==> src/hdl/sled_pkg.sv <==
package sled_pkg;

    localparam int SLED_QUEUE_DEPTH = 4;

    localparam int CHAR_W = 21;
    localparam int CP_W   = 32;

    // code points the decoder looks at
    localparam logic [CHAR_W-1:0] CH_QUOTE = 21'h22;
    localparam logic [CHAR_W-1:0] CH_AT    = 21'h40;
    localparam logic [CHAR_W-1:0] CH_BSL   = 21'h5C;
    localparam logic [CHAR_W-1:0] CH_CR    = 21'h0D;
    localparam logic [CHAR_W-1:0] CH_LF    = 21'h0A;
    localparam logic [CHAR_W-1:0] CH_0     = 21'h30;
    localparam logic [CHAR_W-1:0] CH_7     = 21'h37;
    localparam logic [CHAR_W-1:0] CH_9     = 21'h39;
    localparam logic [CHAR_W-1:0] CH_UA    = 21'h41;
    localparam logic [CHAR_W-1:0] CH_UF    = 21'h46;
    localparam logic [CHAR_W-1:0] CH_LA    = 21'h61;
    localparam logic [CHAR_W-1:0] CH_LF_HEX = 21'h66;
    localparam logic [CHAR_W-1:0] CH_UD    = 21'h44;
    localparam logic [CHAR_W-1:0] CH_LD    = 21'h64;
    localparam logic [CHAR_W-1:0] CH_UX    = 21'h58;
    localparam logic [CHAR_W-1:0] CH_LX    = 21'h78;
    localparam logic [CHAR_W-1:0] CH_UU    = 21'h55;
    localparam logic [CHAR_W-1:0] CH_LU    = 21'h75;
    localparam logic [CHAR_W-1:0] CH_LW    = 21'h77;
    localparam logic [CHAR_W-1:0] CH_LB    = 21'h62;
    localparam logic [CHAR_W-1:0] CH_LN    = 21'h6E;
    localparam logic [CHAR_W-1:0] CH_LR    = 21'h72;
    localparam logic [CHAR_W-1:0] CH_LT    = 21'h74;
    localparam logic [CHAR_W-1:0] CH_LV    = 21'h76;

    localparam logic [3:0] UHEX_SHORT = 4'd4;
    localparam logic [3:0] UHEX_LONG  = 4'd8;

    typedef enum logic [3:0] {
        PH_START    = 4'd0,
        PH_PREFIXED = 4'd1,
        PH_AT       = 4'd2,
        PH_VERB     = 4'd3,
        PH_BODY     = 4'd4,
        PH_ESC      = 4'd5,
        PH_HEXRUN   = 4'd6,
        PH_DECRUN   = 4'd7,
        PH_OCTRUN   = 4'd8,
        PH_UHEX     = 4'd9,
        PH_CLOSED   = 4'd10,
        PH_ERROR    = 4'd11
    } phase_t;

    typedef enum logic [1:0] {
        ST_OK           = 2'd0,
        ST_INVALID      = 2'd1,
        ST_HEX_EXPECTED = 2'd2
    } status_t;

    typedef enum logic [1:0] {
        PFX_NONE = 2'd0,
        PFX_W    = 2'd1,
        PFX_U    = 2'd2
    } prefix_t;

    typedef enum logic {
        REC_CHAR = 1'b0,
        REC_END  = 1'b1
    } rec_kind_t;

    // everything one accepted transaction produces, in output order:
    // first code slot, second code slot, end record
    typedef struct packed {
        logic            c0_vld;
        logic [CP_W-1:0] c0;
        logic            c1_vld;
        logic [CP_W-1:0] c1;
        logic            end_vld;
        status_t         status;
        prefix_t         prefix;
    } bundle_t;

    typedef struct packed {
        logic full;
        logic empty;
    } q_flags_t;

    function automatic logic [CP_W-1:0] simple_escape(input logic [CHAR_W-1:0] c);
        logic [CP_W-1:0] r;
        r = {{(CP_W-CHAR_W){1'b0}}, c};
        case (c)
            CH_LA:     r = 32'h07;
            CH_LB:     r = 32'h08;
            CH_LF_HEX: r = 32'h0C;
            CH_LN:     r = 32'h0A;
            CH_LR:     r = 32'h0D;
            CH_LT:     r = 32'h09;
            CH_LV:     r = 32'h0B;
            default:   r = {{(CP_W-CHAR_W){1'b0}}, c};
        endcase
        return r;
    endfunction

endpackage

==> src/hdl/sled_front.sv <==
module sled_front
    import sled_pkg::*;
(
    input  logic              aclk,
    input  logic              aresetn,
    input  logic              in_fire,
    input  logic [CHAR_W-1:0] char_code,
    input  logic              last_char,
    output logic              push,
    output bundle_t           push_data
);

    phase_t          phase_reg, phase_next;
    logic [CP_W-1:0] ev_reg, ev_next;
    logic [3:0]      hd_reg, hd_next;
    prefix_t         pre_reg, pre_next;
    status_t         err_reg, err_next;

    logic            is_hex, is_dec, is_oct;
    logic [3:0]      hex_d;
    logic [3:0]      hd_dec;
    logic            req_a, req_b, req_c, do_body;
    logic [CP_W-1:0] val_a, val_b, val_c;
    status_t         st;
    logic [CP_W-1:0] cz;

    assign cz = {{(CP_W-CHAR_W){1'b0}}, char_code};

    always_comb begin
        is_dec = (char_code >= CH_0) && (char_code <= CH_9);
        is_oct = (char_code >= CH_0) && (char_code <= CH_7);
        is_hex = 1'b1;
        hex_d  = 4'd0;
        if (is_dec) begin
            hex_d = char_code[3:0];
        end else if ((char_code >= CH_UA) && (char_code <= CH_UF)) begin
            hex_d = 4'(char_code[3:0] + 4'd9);
        end else if ((char_code >= CH_LA) && (char_code <= CH_LF_HEX)) begin
            hex_d = 4'(char_code[3:0] + 4'd9);
        end else begin
            is_hex = 1'b0;
        end
    end

    always_comb begin
        phase_next = phase_reg;
        ev_next    = ev_reg;
        hd_next    = hd_reg;
        pre_next   = pre_reg;
        err_next   = err_reg;
        req_a      = 1'b0;
        req_b      = 1'b0;
        req_c      = 1'b0;
        val_a      = '0;
        val_b      = cz;
        val_c      = '0;
        do_body    = 1'b0;
        st         = ST_OK;
        hd_dec     = (hd_reg != 4'd0) ? 4'(hd_reg - 4'd1) : hd_reg;

        case (phase_reg)
            PH_START: begin
                if (char_code == CH_LW) begin
                    pre_next = PFX_W;
                    phase_next = PH_PREFIXED;
                end else if (char_code == CH_LU) begin
                    pre_next = PFX_U;
                    phase_next = PH_PREFIXED;
                end else if (char_code == CH_AT) begin
                    phase_next = PH_AT;
                end else if (char_code == CH_QUOTE) begin
                    phase_next = PH_BODY;
                end else begin
                    err_next = ST_INVALID;
                    phase_next = PH_ERROR;
                end
            end
            PH_PREFIXED: begin
                if (char_code == CH_AT) begin
                    phase_next = PH_AT;
                end else if (char_code == CH_QUOTE) begin
                    phase_next = PH_BODY;
                end else begin
                    err_next = ST_INVALID;
                    phase_next = PH_ERROR;
                end
            end
            PH_AT: begin
                if (char_code == CH_QUOTE) begin
                    phase_next = PH_VERB;
                end else begin
                    err_next = ST_INVALID;
                    phase_next = PH_ERROR;
                end
            end
            PH_VERB: begin
                if (char_code == CH_QUOTE) begin
                    phase_next = PH_CLOSED;
                end else begin
                    req_a = 1'b1;
                    val_a = cz;
                end
            end
            PH_BODY: begin
                do_body = 1'b1;
            end
            PH_ESC: begin
                ev_next = '0;
                if ((char_code == CH_LX) || (char_code == CH_UX)) begin
                    phase_next = PH_HEXRUN;
                end else if ((char_code == CH_LD) || (char_code == CH_UD)) begin
                    phase_next = PH_DECRUN;
                end else if (is_oct) begin
                    ev_next = {{(CP_W-3){1'b0}}, char_code[2:0]};
                    phase_next = PH_OCTRUN;
                end else if (char_code == CH_LU) begin
                    hd_next = UHEX_SHORT;
                    phase_next = PH_UHEX;
                end else if (char_code == CH_UU) begin
                    hd_next = UHEX_LONG;
                    phase_next = PH_UHEX;
                end else begin
                    req_a = 1'b1;
                    val_a = simple_escape(char_code);
                    phase_next = PH_BODY;
                end
            end
            PH_HEXRUN: begin
                if (is_hex) begin
                    ev_next = {ev_reg[CP_W-5:0], hex_d};
                end else begin
                    req_a = 1'b1;
                    val_a = ev_reg;
                    do_body = 1'b1;
                end
            end
            PH_DECRUN: begin
                if (is_dec) begin
                    ev_next = (ev_reg << 3) + (ev_reg << 1)
                              + {{(CP_W-4){1'b0}}, char_code[3:0]};
                end else begin
                    req_a = 1'b1;
                    val_a = ev_reg;
                    do_body = 1'b1;
                end
            end
            PH_OCTRUN: begin
                if (is_oct) begin
                    ev_next = {ev_reg[CP_W-4:0], char_code[2:0]};
                end else begin
                    req_a = 1'b1;
                    val_a = ev_reg;
                    do_body = 1'b1;
                end
            end
            PH_UHEX: begin
                if (is_hex) begin
                    ev_next = {ev_reg[CP_W-5:0], hex_d};
                    hd_next = hd_dec;
                    if (hd_dec == 4'd0) begin
                        req_a = 1'b1;
                        val_a = {ev_reg[CP_W-5:0], hex_d};
                        phase_next = PH_BODY;
                    end
                end else begin
                    err_next = ST_HEX_EXPECTED;
                    phase_next = PH_ERROR;
                end
            end
            PH_CLOSED: begin
                err_next = ST_INVALID;
                phase_next = PH_ERROR;
            end
            default: begin
            end
        endcase

        // plain body text, also the code point that ends a numeric run
        if (do_body) begin
            if (char_code == CH_QUOTE) begin
                phase_next = PH_CLOSED;
            end else if ((char_code == CH_CR) || (char_code == CH_LF)) begin
                err_next = ST_INVALID;
                phase_next = PH_ERROR;
            end else if (char_code == CH_BSL) begin
                phase_next = PH_ESC;
            end else begin
                phase_next = PH_BODY;
                req_b = 1'b1;
            end
        end

        if (last_char) begin
            case (phase_next)
                PH_VERB, PH_BODY, PH_CLOSED: st = ST_OK;
                PH_ESC: begin
                    req_c = 1'b1;
                    val_c = '0;
                end
                PH_HEXRUN, PH_DECRUN, PH_OCTRUN: begin
                    req_c = 1'b1;
                    val_c = ev_next;
                end
                PH_UHEX:  st = ST_HEX_EXPECTED;
                PH_ERROR: st = err_next;
                default:  st = ST_INVALID;
            endcase
        end
    end

    // pack the requests in order into two code slots and the end record
    always_comb begin
        push_data = '0;
        push_data.prefix  = pre_next;
        push_data.status  = st;
        push_data.end_vld = last_char;
        if (req_a) begin
            push_data.c0_vld = 1'b1;
            push_data.c0     = val_a;
            push_data.c1_vld = req_b || req_c;
            push_data.c1     = req_b ? val_b : val_c;
        end else if (req_b) begin
            push_data.c0_vld = 1'b1;
            push_data.c0     = val_b;
            push_data.c1_vld = req_c;
            push_data.c1     = val_c;
        end else begin
            push_data.c0_vld = req_c;
            push_data.c0     = val_c;
        end
        push = in_fire && (push_data.c0_vld || push_data.end_vld);
    end

    always_ff @(posedge aclk) begin
        if (!aresetn) begin
            phase_reg <= PH_START;
            ev_reg    <= '0;
            hd_reg    <= '0;
            pre_reg   <= PFX_NONE;
            err_reg   <= ST_OK;
        end else if (in_fire) begin
            if (last_char) begin
                phase_reg <= PH_START;
                ev_reg    <= '0;
                hd_reg    <= '0;
                pre_reg   <= PFX_NONE;
                err_reg   <= ST_OK;
            end else begin
                phase_reg <= phase_next;
                ev_reg    <= ev_next;
                hd_reg    <= hd_next;
                pre_reg   <= pre_next;
                err_reg   <= err_next;
            end
        end
    end

endmodule

==> src/hdl/sled_queue.sv <==
module sled_queue
    import sled_pkg::*;
#(
    parameter int DEPTH = SLED_QUEUE_DEPTH
) (
    input  logic     aclk,
    input  logic     aresetn,
    input  logic     push,
    input  bundle_t  push_data,
    input  logic     pop,
    output bundle_t  head,
    output q_flags_t flags
);

    localparam int PTR_W = (DEPTH > 1) ? $clog2(DEPTH) : 1;
    localparam int CNT_W = $clog2(DEPTH + 1);

    bundle_t            store_reg [DEPTH];
    logic [PTR_W-1:0]   wr_ptr_reg, wr_ptr_next;
    logic [PTR_W-1:0]   rd_ptr_reg, rd_ptr_next;
    logic [CNT_W-1:0]   cnt_reg, cnt_next;
    logic               do_push, do_pop;

    assign flags.full  = (cnt_reg == CNT_W'(DEPTH));
    assign flags.empty = (cnt_reg == '0);
    assign head        = store_reg[rd_ptr_reg];

    assign do_push = push && !flags.full;
    assign do_pop  = pop && !flags.empty;

    always_comb begin
        wr_ptr_next = wr_ptr_reg;
        rd_ptr_next = rd_ptr_reg;
        cnt_next    = cnt_reg;
        if (do_push) begin
            wr_ptr_next = (wr_ptr_reg == PTR_W'(DEPTH - 1)) ? '0 : PTR_W'(wr_ptr_reg + 1'b1);
        end
        if (do_pop) begin
            rd_ptr_next = (rd_ptr_reg == PTR_W'(DEPTH - 1)) ? '0 : PTR_W'(rd_ptr_reg + 1'b1);
        end
        if (do_push && !do_pop) begin
            cnt_next = CNT_W'(cnt_reg + 1'b1);
        end else if (do_pop && !do_push) begin
            cnt_next = CNT_W'(cnt_reg - 1'b1);
        end
    end

    always_ff @(posedge aclk) begin
        if (!aresetn) begin
            wr_ptr_reg <= '0;
            rd_ptr_reg <= '0;
            cnt_reg    <= '0;
        end else begin
            wr_ptr_reg <= wr_ptr_next;
            rd_ptr_reg <= rd_ptr_next;
            cnt_reg    <= cnt_next;
        end
    end

    always_ff @(posedge aclk) begin
        if (do_push) begin
            store_reg[wr_ptr_reg] <= push_data;
        end
    end

endmodule

==> src/hdl/sled_back.sv <==
module sled_back
    import sled_pkg::*;
(
    input  logic            aclk,
    input  logic            aresetn,
    input  bundle_t         head,
    input  q_flags_t        flags,
    output logic            pop,
    output logic            m_valid,
    input  logic            m_ready,
    output logic            m_record_kind,
    output logic [CP_W-1:0] m_code_point,
    output logic [1:0]      m_prefix_kind,
    output logic [1:0]      m_status,
    output logic            m_run_last
);

    logic [1:0] pos_reg, pos_next;
    logic [1:0] n_rec;
    logic       is_end;
    logic       fire;

    assign n_rec = 2'(head.c0_vld) + 2'(head.c1_vld) + 2'(head.end_vld);

    always_comb begin
        is_end       = 1'b0;
        m_code_point = '0;
        case (pos_reg)
            2'd0: begin
                if (head.c0_vld) begin
                    m_code_point = head.c0;
                end else begin
                    is_end = 1'b1;
                end
            end
            2'd1: begin
                if (head.c1_vld) begin
                    m_code_point = head.c1;
                end else begin
                    is_end = 1'b1;
                end
            end
            default: is_end = 1'b1;
        endcase
    end

    assign m_valid       = !flags.empty;
    assign m_record_kind = is_end ? REC_END : REC_CHAR;
    assign m_prefix_kind = head.prefix;
    assign m_status      = is_end ? head.status : ST_OK;
    assign m_run_last    = (pos_reg == 2'(n_rec - 2'd1));

    assign fire = m_valid && m_ready;
    assign pop  = fire && m_run_last;

    always_comb begin
        pos_next = pos_reg;
        if (fire) begin
            pos_next = m_run_last ? 2'd0 : 2'(pos_reg + 2'd1);
        end
    end

    always_ff @(posedge aclk) begin
        if (!aresetn) begin
            pos_reg <= 2'd0;
        end else begin
            pos_reg <= pos_next;
        end
    end

endmodule

==> src/hdl/string_literal_escape_decoder_top.sv <==
// string-literal escape decoder
// input channel (s_): one code point of a string-literal token per transaction,
//   s_last_char high on the final code point of the token
// result channel (m_): decoded character records (m_record_kind 0) and one end
//   record per token (m_record_kind 1) carrying the prefix and the status;
//   m_run_last marks the last result caused by one input transaction
// front part classifies every code point in the cycle it is accepted and writes
//   the results it causes (up to three) as one entry into a short queue;
//   back part unrolls the queue head, one result per cycle while m_ready is high
// the first result of a transaction comes from the queue entry registered at acceptance
// throughput: one input transaction per cycle while each causes at most one
//   result and m_ready is high; a transaction with n results drains through the
//   single result port one result at a time, its entry staying at the queue head
// an input that causes no result (quote, backslash, digit of a run) leaves nothing
//   in the queue
// reset clears the token state, the queue and the unroll position
// receiver stall: the head result holds steady on m_; the front keeps accepting
//   until the queue is full, then drops s_ready
module string_literal_escape_decoder_top
    import sled_pkg::*;
#(
    parameter int QUEUE_DEPTH = SLED_QUEUE_DEPTH
) (
    input  logic              aclk,
    input  logic              aresetn,
    // input channel
    input  logic              s_valid,
    output logic              s_ready,
    input  logic [CHAR_W-1:0] s_char_code,
    input  logic              s_last_char,
    // result channel
    output logic              m_valid,
    input  logic              m_ready,
    output logic              m_record_kind,
    output logic [CP_W-1:0]   m_code_point,
    output logic [1:0]        m_prefix_kind,
    output logic [1:0]        m_status,
    output logic              m_run_last
);

    logic     in_fire;
    logic     push;
    bundle_t  push_data;
    logic     pop;
    bundle_t  head;
    q_flags_t flags;

    // accept whenever the queue has room for this transaction's entry
    assign s_ready = !flags.full;
    assign in_fire = s_valid && s_ready;

    // token state machine and escape accumulator
    sled_front u_front (
        .aclk      (aclk),
        .aresetn   (aresetn),
        .in_fire   (in_fire),
        .char_code (s_char_code),
        .last_char (s_last_char),
        .push      (push),
        .push_data (push_data)
    );

    // decouples the front from a stalled receiver
    sled_queue #(
        .DEPTH (QUEUE_DEPTH)
    ) u_queue (
        .aclk      (aclk),
        .aresetn   (aresetn),
        .push      (push),
        .push_data (push_data),
        .pop       (pop),
        .head      (head),
        .flags     (flags)
    );

    // serializes one queue entry into result transactions
    sled_back u_back (
        .aclk          (aclk),
        .aresetn       (aresetn),
        .head          (head),
        .flags         (flags),
        .pop           (pop),
        .m_valid       (m_valid),
        .m_ready       (m_ready),
        .m_record_kind (m_record_kind),
        .m_code_point  (m_code_point),
        .m_prefix_kind (m_prefix_kind),
        .m_status      (m_status),
        .m_run_last    (m_run_last)
    );

endmodule

==> config.mk <==
export PLATFORM = sky130hd
export DESIGN_NAME = string_literal_escape_decoder_top
export DESIGN_NICKNAME = d
export VERILOG_FILES = /design/src/hdl/sled_pkg.sv /design/src/hdl/sled_front.sv /design/src/hdl/sled_queue.sv /design/src/hdl/sled_back.sv /design/src/hdl/string_literal_escape_decoder_top.sv
export SDC_FILE = /design/constraint.sdc
export NUM_CORES = 1
export LEC_CHECK = 0
export ABC_AREA = 1
export CAP_MARGIN = 20
export CORE_UTILIZATION = 32
export DETAILED_ROUTE_END_ITERATION = 8
export DONT_BUFFER_PORTS = 1
export SKIP_LAST_GASP = 1
export SYNTH_ARGS = -nofsm -noshare
export SYNTH_HDL_FRONTEND = slang
export SYNTH_HIERARCHICAL = 1
export SYNTH_SLANG_ARGS = --single-unit
==> constraint.sdc <==
create_clock -name aclk -period 7.3 [get_ports aclk]
set_clock_uncertainty 0.05 [all_clocks]
set_input_delay 0.365 -clock aclk [delete_from_list [all_inputs] [get_ports aclk]]
set_output_delay 0.365 -clock aclk [all_outputs]
set_load 0.005 [all_outputs]
==> results of run 1 <==
## area by class of cell
cell class,count,area (sq um),share of cell area (%)
sequential,339,9630,43.8
multi-input combinational,1696,9090,41.3
tap,837,1050,4.76
clock buffer,50,1010,4.57
inverter,214,815,3.70
timing repair buffer,28,225,1.02
clock inverter,16,174,0.791
## cell families (layout without fill, tap and decap cells)
logic type	count (synthesis)	count (layout)	synth area share, %
flops	339	339	47.6
compound gates	578	578	16.8
simple gates	1018	1018	22.3
fa+ha+maj	76	76	4.82
buf+inv	347	308	7.85
xor+xnor	13	13	0.563
other cells	1	11	0.0185
## power by group through the flow
stage / logic (uW) / registers [uW] / clock network (uW)
detailed placement: 2390 / 2580 / 0
finish: 2410 / 2540 / 1840
floorplan: 1730 / 2530 / 0
global route: 2660 / 2560 / 1940
global placement: 2350 / 2570 / 0
CTS: 2400 / 2540 / 1880
## worst max-delay path, cell delays in order (launching register included)
cell and delay, ns:
dfxtp_1 0.32, inv_1 0.12, ha_1 0.22, nand3_1 0.17, inv_1 0.13, nand2_1 0.09
nand2_1 0.07, nand2_1 0.06, nor2_1 0.45, nand3_1 0.51, nand3_1 0.28, inv_2 0.05
nand3_1 0.10, nand2_1 0.06, inv_1 0.14, nand2_1 0.26, nor2_4 0.61, buf_4 0.50
## per-stage QoR
stage	total power [uW]	utilization [%]	hold WS, ns
floorplan	4260	-	0.392
global placement	4930	33.5	0.403
detailed placement	4970	33.5	0.405
CTS	6810	35.4	0.0195
global route	7160	35.4	0.0397
finish	6790	35.4	0.0501
## timing repair
item                      CTS  global route
hold buffers                2             0
buffers inserted            0             0
hold endpoints to repair   19             0
## Yosys cell counts (21+ instances only)
cell type / instances / area share (%)
nor2_1: 311 / 5.8
edfxtp_1: 284 / 42
nand3_1: 154 / 3.8
a21oi_1: 108 / 2.7
nor3_1: 52 / 1.3
nand3_2: 21 / 1.0
o22ai_1: 93 / 2.9
o21ai_0: 225 / 5.6
o211ai_1: 38 / 1.4
inv_1: 192 / 3.6
nand2_1: 404 / 7.5
ha_1: 73 / 4.5
clkbuf_1: 42 / 0.78
dfxtp_1: 55 / 5.4
buf_2: 48 / 1.2
## per-layer routing
metal  vias to the layer above  global-route usage [%]  wire (microns)
li1                       8185                       -               -
met3                        88                    4.01            6140
met5                         -                       0               0
met2                       804                    30.9           29100
met4                         0                    4.71            1310
met1                      8406                    29.8           30000
## worst paths after layout
path	from	endpoint	slack (ns)	depth (start not counted)
worst min-delay path	aresetn	u_back/pos_reg[0]$_SDFFE_PN0N_	0.05	3
worst max-delay path	u_front/hd_reg[0]$_SDFFE_PN0P_	u_queue/store_reg[2][7]$_DFFE_PP_	2.72	17
worst min register to register	u_front/err_reg[1]$_SDFFE_PN0P_	u_front/err_reg[1]$_SDFFE_PN0P_	0.42	2
worst max register to register	u_front/hd_reg[0]$_SDFFE_PN0P_	u_queue/store_reg[2][7]$_DFFE_PP_	2.72	17
==> results_dict.tcl, run 1 <==
set metrics [dict create \
    timing.final.crit_period_ns 4.58 \
    syn_area_sq_um 20200 \
    async_reset_ff_share_pct 0 \
    synth.distinct_cells 64 \
    pwr-share-clk_pct 27.1 \
    syn_inst 2372 \
    grt_overflow 0 \
    rsz0062_at_grt "false" \
    yosysWarnings 6 \
    combPwrFrac_pct 35.5 \
    vdd_drop_max_v 0.000147 \
    dieArea_sq_um 64200 \
    end_kind "flop" \
    final_common_cell "nand2_1" \
    final_antenna_net_count 0 \
    maxCapViolations 0 \
    grt_pass1_wl_microns 101000 \
    portBuffers 0 \
    antenna_found_initial 1 \
    final_cell_mix "nand2_1, nor2_1, edfxtp_1, o21ai_0, inv_1" \
    p_per_area_nw_per_um2 309 \
    setup-violations-final 0 \
    clk_latency_ns 0.54 \
    internal_power_uw 4130 \
    initialDrtViolationCount 2016 \
    placedInstanceArea_sq_um 20800 \
    num_vias 17500 \
    synthFlopType "edfxtp_1" \
    critPathKind "reg2reg" \
    path_clk_slew_ns 0.06 \
    antenna_cells 0 \
    cts_made_buffers 37 \
    wire_per_inst_microns 20.9 \
    nFillCells 6346 \
    ys_seq_area_share_pct 47.6 \
    die_y_microns 253 \
    wirelength_microns 66500 \
    worst_pin_slew_ns 1.09 \
    post-place-ws_ns 2.50 \
    cts_tree "yes" \
    slew-limit-headroom_pct 27.1 \
    swShare_pct 39.2 \
    fmax_mhz 218 \
    status "complete, no violations" \
    final.setup.worst_slack_ns 2.72 \
    place_inst 3112 \
    start_util_pct 32.6 \
    drc 0 \
    layout-drive-gt1-share_pct 7.85 \
    grt.total_usage_pct 20.5 \
    slew_viol_final 0 \
    cts.repair.resized 0 \
    final_area_sq_um 22000 \
    cts_sinks 339 \
    synth_edf_count 284 \
    vias_per_cell 5.50 \
    hold_viol 0 \
    synthToLayoutAreaGrowth_pct 8.78 \
    dpl.hpwl_microns 46700 \
    fin_nets 2418 \
    tns_ns 0 \
    p_sw_uw 2660 \
    seqPwrFrac_pct 37.4 \
    final_cells 3180 \
    hold_path.class "in2reg" \
    gp_congestion 0.973 \
    ys_ff_latch 339 \
    synth.avg_cell_area_sq_um 8.52 \
    grt_max_degree 143 \
    largest_register_ffs 284 \
    worstPathMaxFanout 28 \
    rows 91 \
    leakage_uw 0.00808 \
    htreeDepth 2 \
    pin_count 66 \
    start_kind "flop" \
    root_buffer "clkbuf_16" \
    fin_crit_sh_pct 62.8 \
    first_pass_iters 6 \
    clock_path_buffers 3 \
    design.core.area_sq_um 62100 \
    critPathRequiredTime_ns 7.42 \
    crit_arrival_ns 4.70 \
    dieWidth_microns 253 \
    first_global_vias 16200 \
]
No activity file was read; power rests on OpenSTA's default activity.
==> run 2: changes to the inputs <==
- ABC_AREA: 1 -> 0
- clock period: 7.3 -> 4.3 ns (I/O delays scaled with it)
==> results_dict.tcl, run 2 <==
set metrics [dict create \
    largest_register_ffs 284 \
    rsz0062_at_grt "false" \
    syn_inst 1521 \
    final_common_cell "edfxtp_1" \
    grt.total_usage_pct 17.5 \
    clock_path_buffers 3 \
    synth.avg_cell_area_sq_um 12.3 \
    dpl.hpwl_microns 36300 \
    cts_made_buffers 30 \
    fin_util_pct 36.5 \
    worstPathMaxFanout 8 \
    yosysTopAreaCell "edfxtp_1" \
    synthToLayoutAreaGrowth_pct 12.5 \
    first_pass_iters 6 \
    leakage_uw 0.00741 \
    nFillCells 5558 \
    cts_tree "yes" \
    grt_util_met2_pct 27.9 \
    num_vias 13400 \
    async_reset_ff_share_pct 0 \
    worst_pin_slew_ns 1.14 \
    timing.final.crit_period_ns 4.02 \
    path_clk_slew_ns 0.07 \
    synth.distinct_cells 95 \
    antenna_found_initial 0 \
    internal_power_uw 7000 \
    first_global_vias 13100 \
    use_met3_pct 2.13 \
    worstPathCellList "fa_1 > inv_1 > fa_1 > nor2b_1 > o31ai_2 > a2111o_1 > a31o_2 > a21oi_2 > nor2_1 > o31ai_2 > a31oi_1 > a221o_1" \
    seqPwrFrac_pct 41.4 \
    fin_crit_sh_pct 93.4 \
    synthTopCellsByArea "edfxtp_1, mux4_2, dfxtp_1, ha_1, a21oi_1" \
    synth_common_cells "edfxtp_1, nor2_1, a21oi_1" \
    yosysWarnings 6 \
    slew_viol_final 0 \
    slew-limit-headroom_pct 23.7 \
    wirelength_microns 52900 \
    portBuffers 0 \
    pwr-share-clk_pct 26.5 \
    end_kind "flop" \
    ys_seq_area_share_pct 51.3 \
    met1_usage_pct 24.4 \
    status "complete, no violations" \
    pin_count 66 \
    critPathKind "reg2reg" \
    p_sw_uw 3400 \
    root_buffer "clkbuf_16" \
    cts_sinks 339 \
    design.core.area_sq_um 57800 \
    register_area_sq_um 9640 \
    tns_ns 0 \
    syn_area_sq_um 18800 \
    dieWidth_microns 244 \
    final_cell_mix "edfxtp_1, nor2_1, a21oi_1, nand2_1, buf_4" \
    rows 88 \
    maxCapViolations 0 \
    initialDrtViolationCount 1423 \
    fin_nets 1655 \
    hold_path.class "in2reg" \
    synth_edf_count 284 \
    final_antenna_net_count 0 \
    grt_max_degree 72 \
    swShare_pct 32.7 \
    start_kind "flop" \
    synthFlopType "edfxtp_1" \
    wire_per_inst_microns 22.6 \
    die_y_microns 244 \
    synth_most_common_cell "edfxtp_1" \
    combPwrFrac_pct 32.1 \
    busiest_layer "met2" \
    vias_per_cell 5.71 \
    final_cells 2343 \
    gp_congestion 0.949 \
    layout-drive-gt1-share_pct 16.7 \
    drc 0 \
    multiInputGateArea_sq_um 8390 \
    grt_overflow 0 \
    place_inst 2261 \
    clk_latency_ns 0.57 \
    grt_pass1_wl_microns 80900 \
    setup-violations-final 0 \
    fmax_mhz 249 \
    slowest_delay_ns 0.57 \
    hold_viol 0 \
    slowest_stage "fa_1" \
    synth_top_cell_area_share_pct 45.5 \
    crit_arrival_ns 4.25 \
    critPathRequiredTime_ns 4.53 \
    start_util_pct 32.4 \
    p_per_area_nw_per_um2 493 \
    ys_ff_latch 339 \
    dieArea_sq_um 59600 \
    vdd_drop_max_v 0.000311 \
    htreeDepth 1 \
]
## run 2: changes by cell type after synthesis, sizes merged, moves of 51 or more
cell   delta
nor2    -225
a22o     +51
mux4     +71
o21ai   -151
o22ai    -87
inv     -169
nand3   -148
nand2   -345
## run 2: worst max-delay path: cells and delay by family, from the launching register on
kind	cells	cell delay (ns)
buffers and inverters	1	0.06
DFF	1	0.41
adders and majority gates	2	1.03
AOI/OAI and AO/OA	7	1.92
and+or+nand+nor	2	0.28
## run 2: path summary, 6_finish.rpt
path	slack [ns]	from	endpoint	depth (start not counted)
worst min register to register	0.45	u_queue/wr_ptr_reg[1]$_SDFFE_PN0P_	u_queue/wr_ptr_reg[1]$_SDFFE_PN0P_	2
worst max-delay path	0.28	u_front/ev_reg[0]$_SDFFE_PN0P_	u_queue/store_reg[3][58]$_DFFE_PP_	12
worst min-delay path	0.04	s_char_code[1]	u_queue/store_reg[3][39]$_DFFE_PP_	3
worst max register to register	0.28	u_front/ev_reg[0]$_SDFFE_PN0P_	u_queue/store_reg[3][58]$_DFFE_PP_	12
## run 2: layout make-up
| class | count | share of cell area, % |
|---|---|---|
| Tap cell | 765 | 4.54 |
| Inverter | 41 | 0.730 |
| Antenna cell | 1 | 0.0119 |
| Timing Repair Buffer | 105 | 4.41 |
| Multi-Input combinational cell | 1036 | 39.8 |
| Clock inverter | 16 | 1.01 |
| Clock buffer | 40 | 3.83 |
| Sequential cell | 339 | 45.7 |
## run 2: timing repair
action	CTS	global route
endpoints found under the setup margin	0	21
buffers inserted	0	0
gates resized for setup	0	7
hold buffers	25	0
hold endpoints to repair	200	0
## run 2: routing by layer
layer | up-vias | share of wire (%) | wire (microns)
met4 | 0 | 3.4 | 1790
met3 | 98 | 6.7 | 3570
met2 | 528 | 45 | 24000
met1 | 6691 | 45 | 23600
li1 | 6073 | - | -
met5 | - | 0 | 0
## run 2: cell families after synthesis
kind of cell             after synthesis  share of synthesized area (%)
other                                  1                         0.0200
adder cells (fa/ha/maj)               76                           5.19
XOR/XNOR                              25                           1.21
AND/OR/NAND/NOR                      371                           10.4
flip-flops                           339                           51.3
multiplexers                          94                           9.79
AO/OA/AOI/OAI                        459                           17.6
buffers and inverters                156                           4.38
## run 2: power groups by stage
stage	registers (uW)	logic, uW	clock network (uW)
floorplan	4310	2400	0
finish	4300	3330	2750
detailed placement	4370	3290	0
CTS	4300	3340	2810
global route	4340	3600	2910
global placement	4360	3260	0
## run 2: through the flow
step | instance area [sq um] | setup WS (ns) | total power [uW] | hold slack, ns
3_3_place_gp | 19800 | 0.183 | 7610 | 0.268
3_5_place_dp | 19800 | 0.117 | 7660 | 0.268
6_report | 21100 | 0.282 | 10400 | 0.0369
2_1_floorplan | 18800 | 0.212 | 6710 | 0.296
4_1_cts | 21100 | 0.109 | 10500 | 0.00948
5_1_grt | 21100 | 0.0675 | 10900 | 0.0152
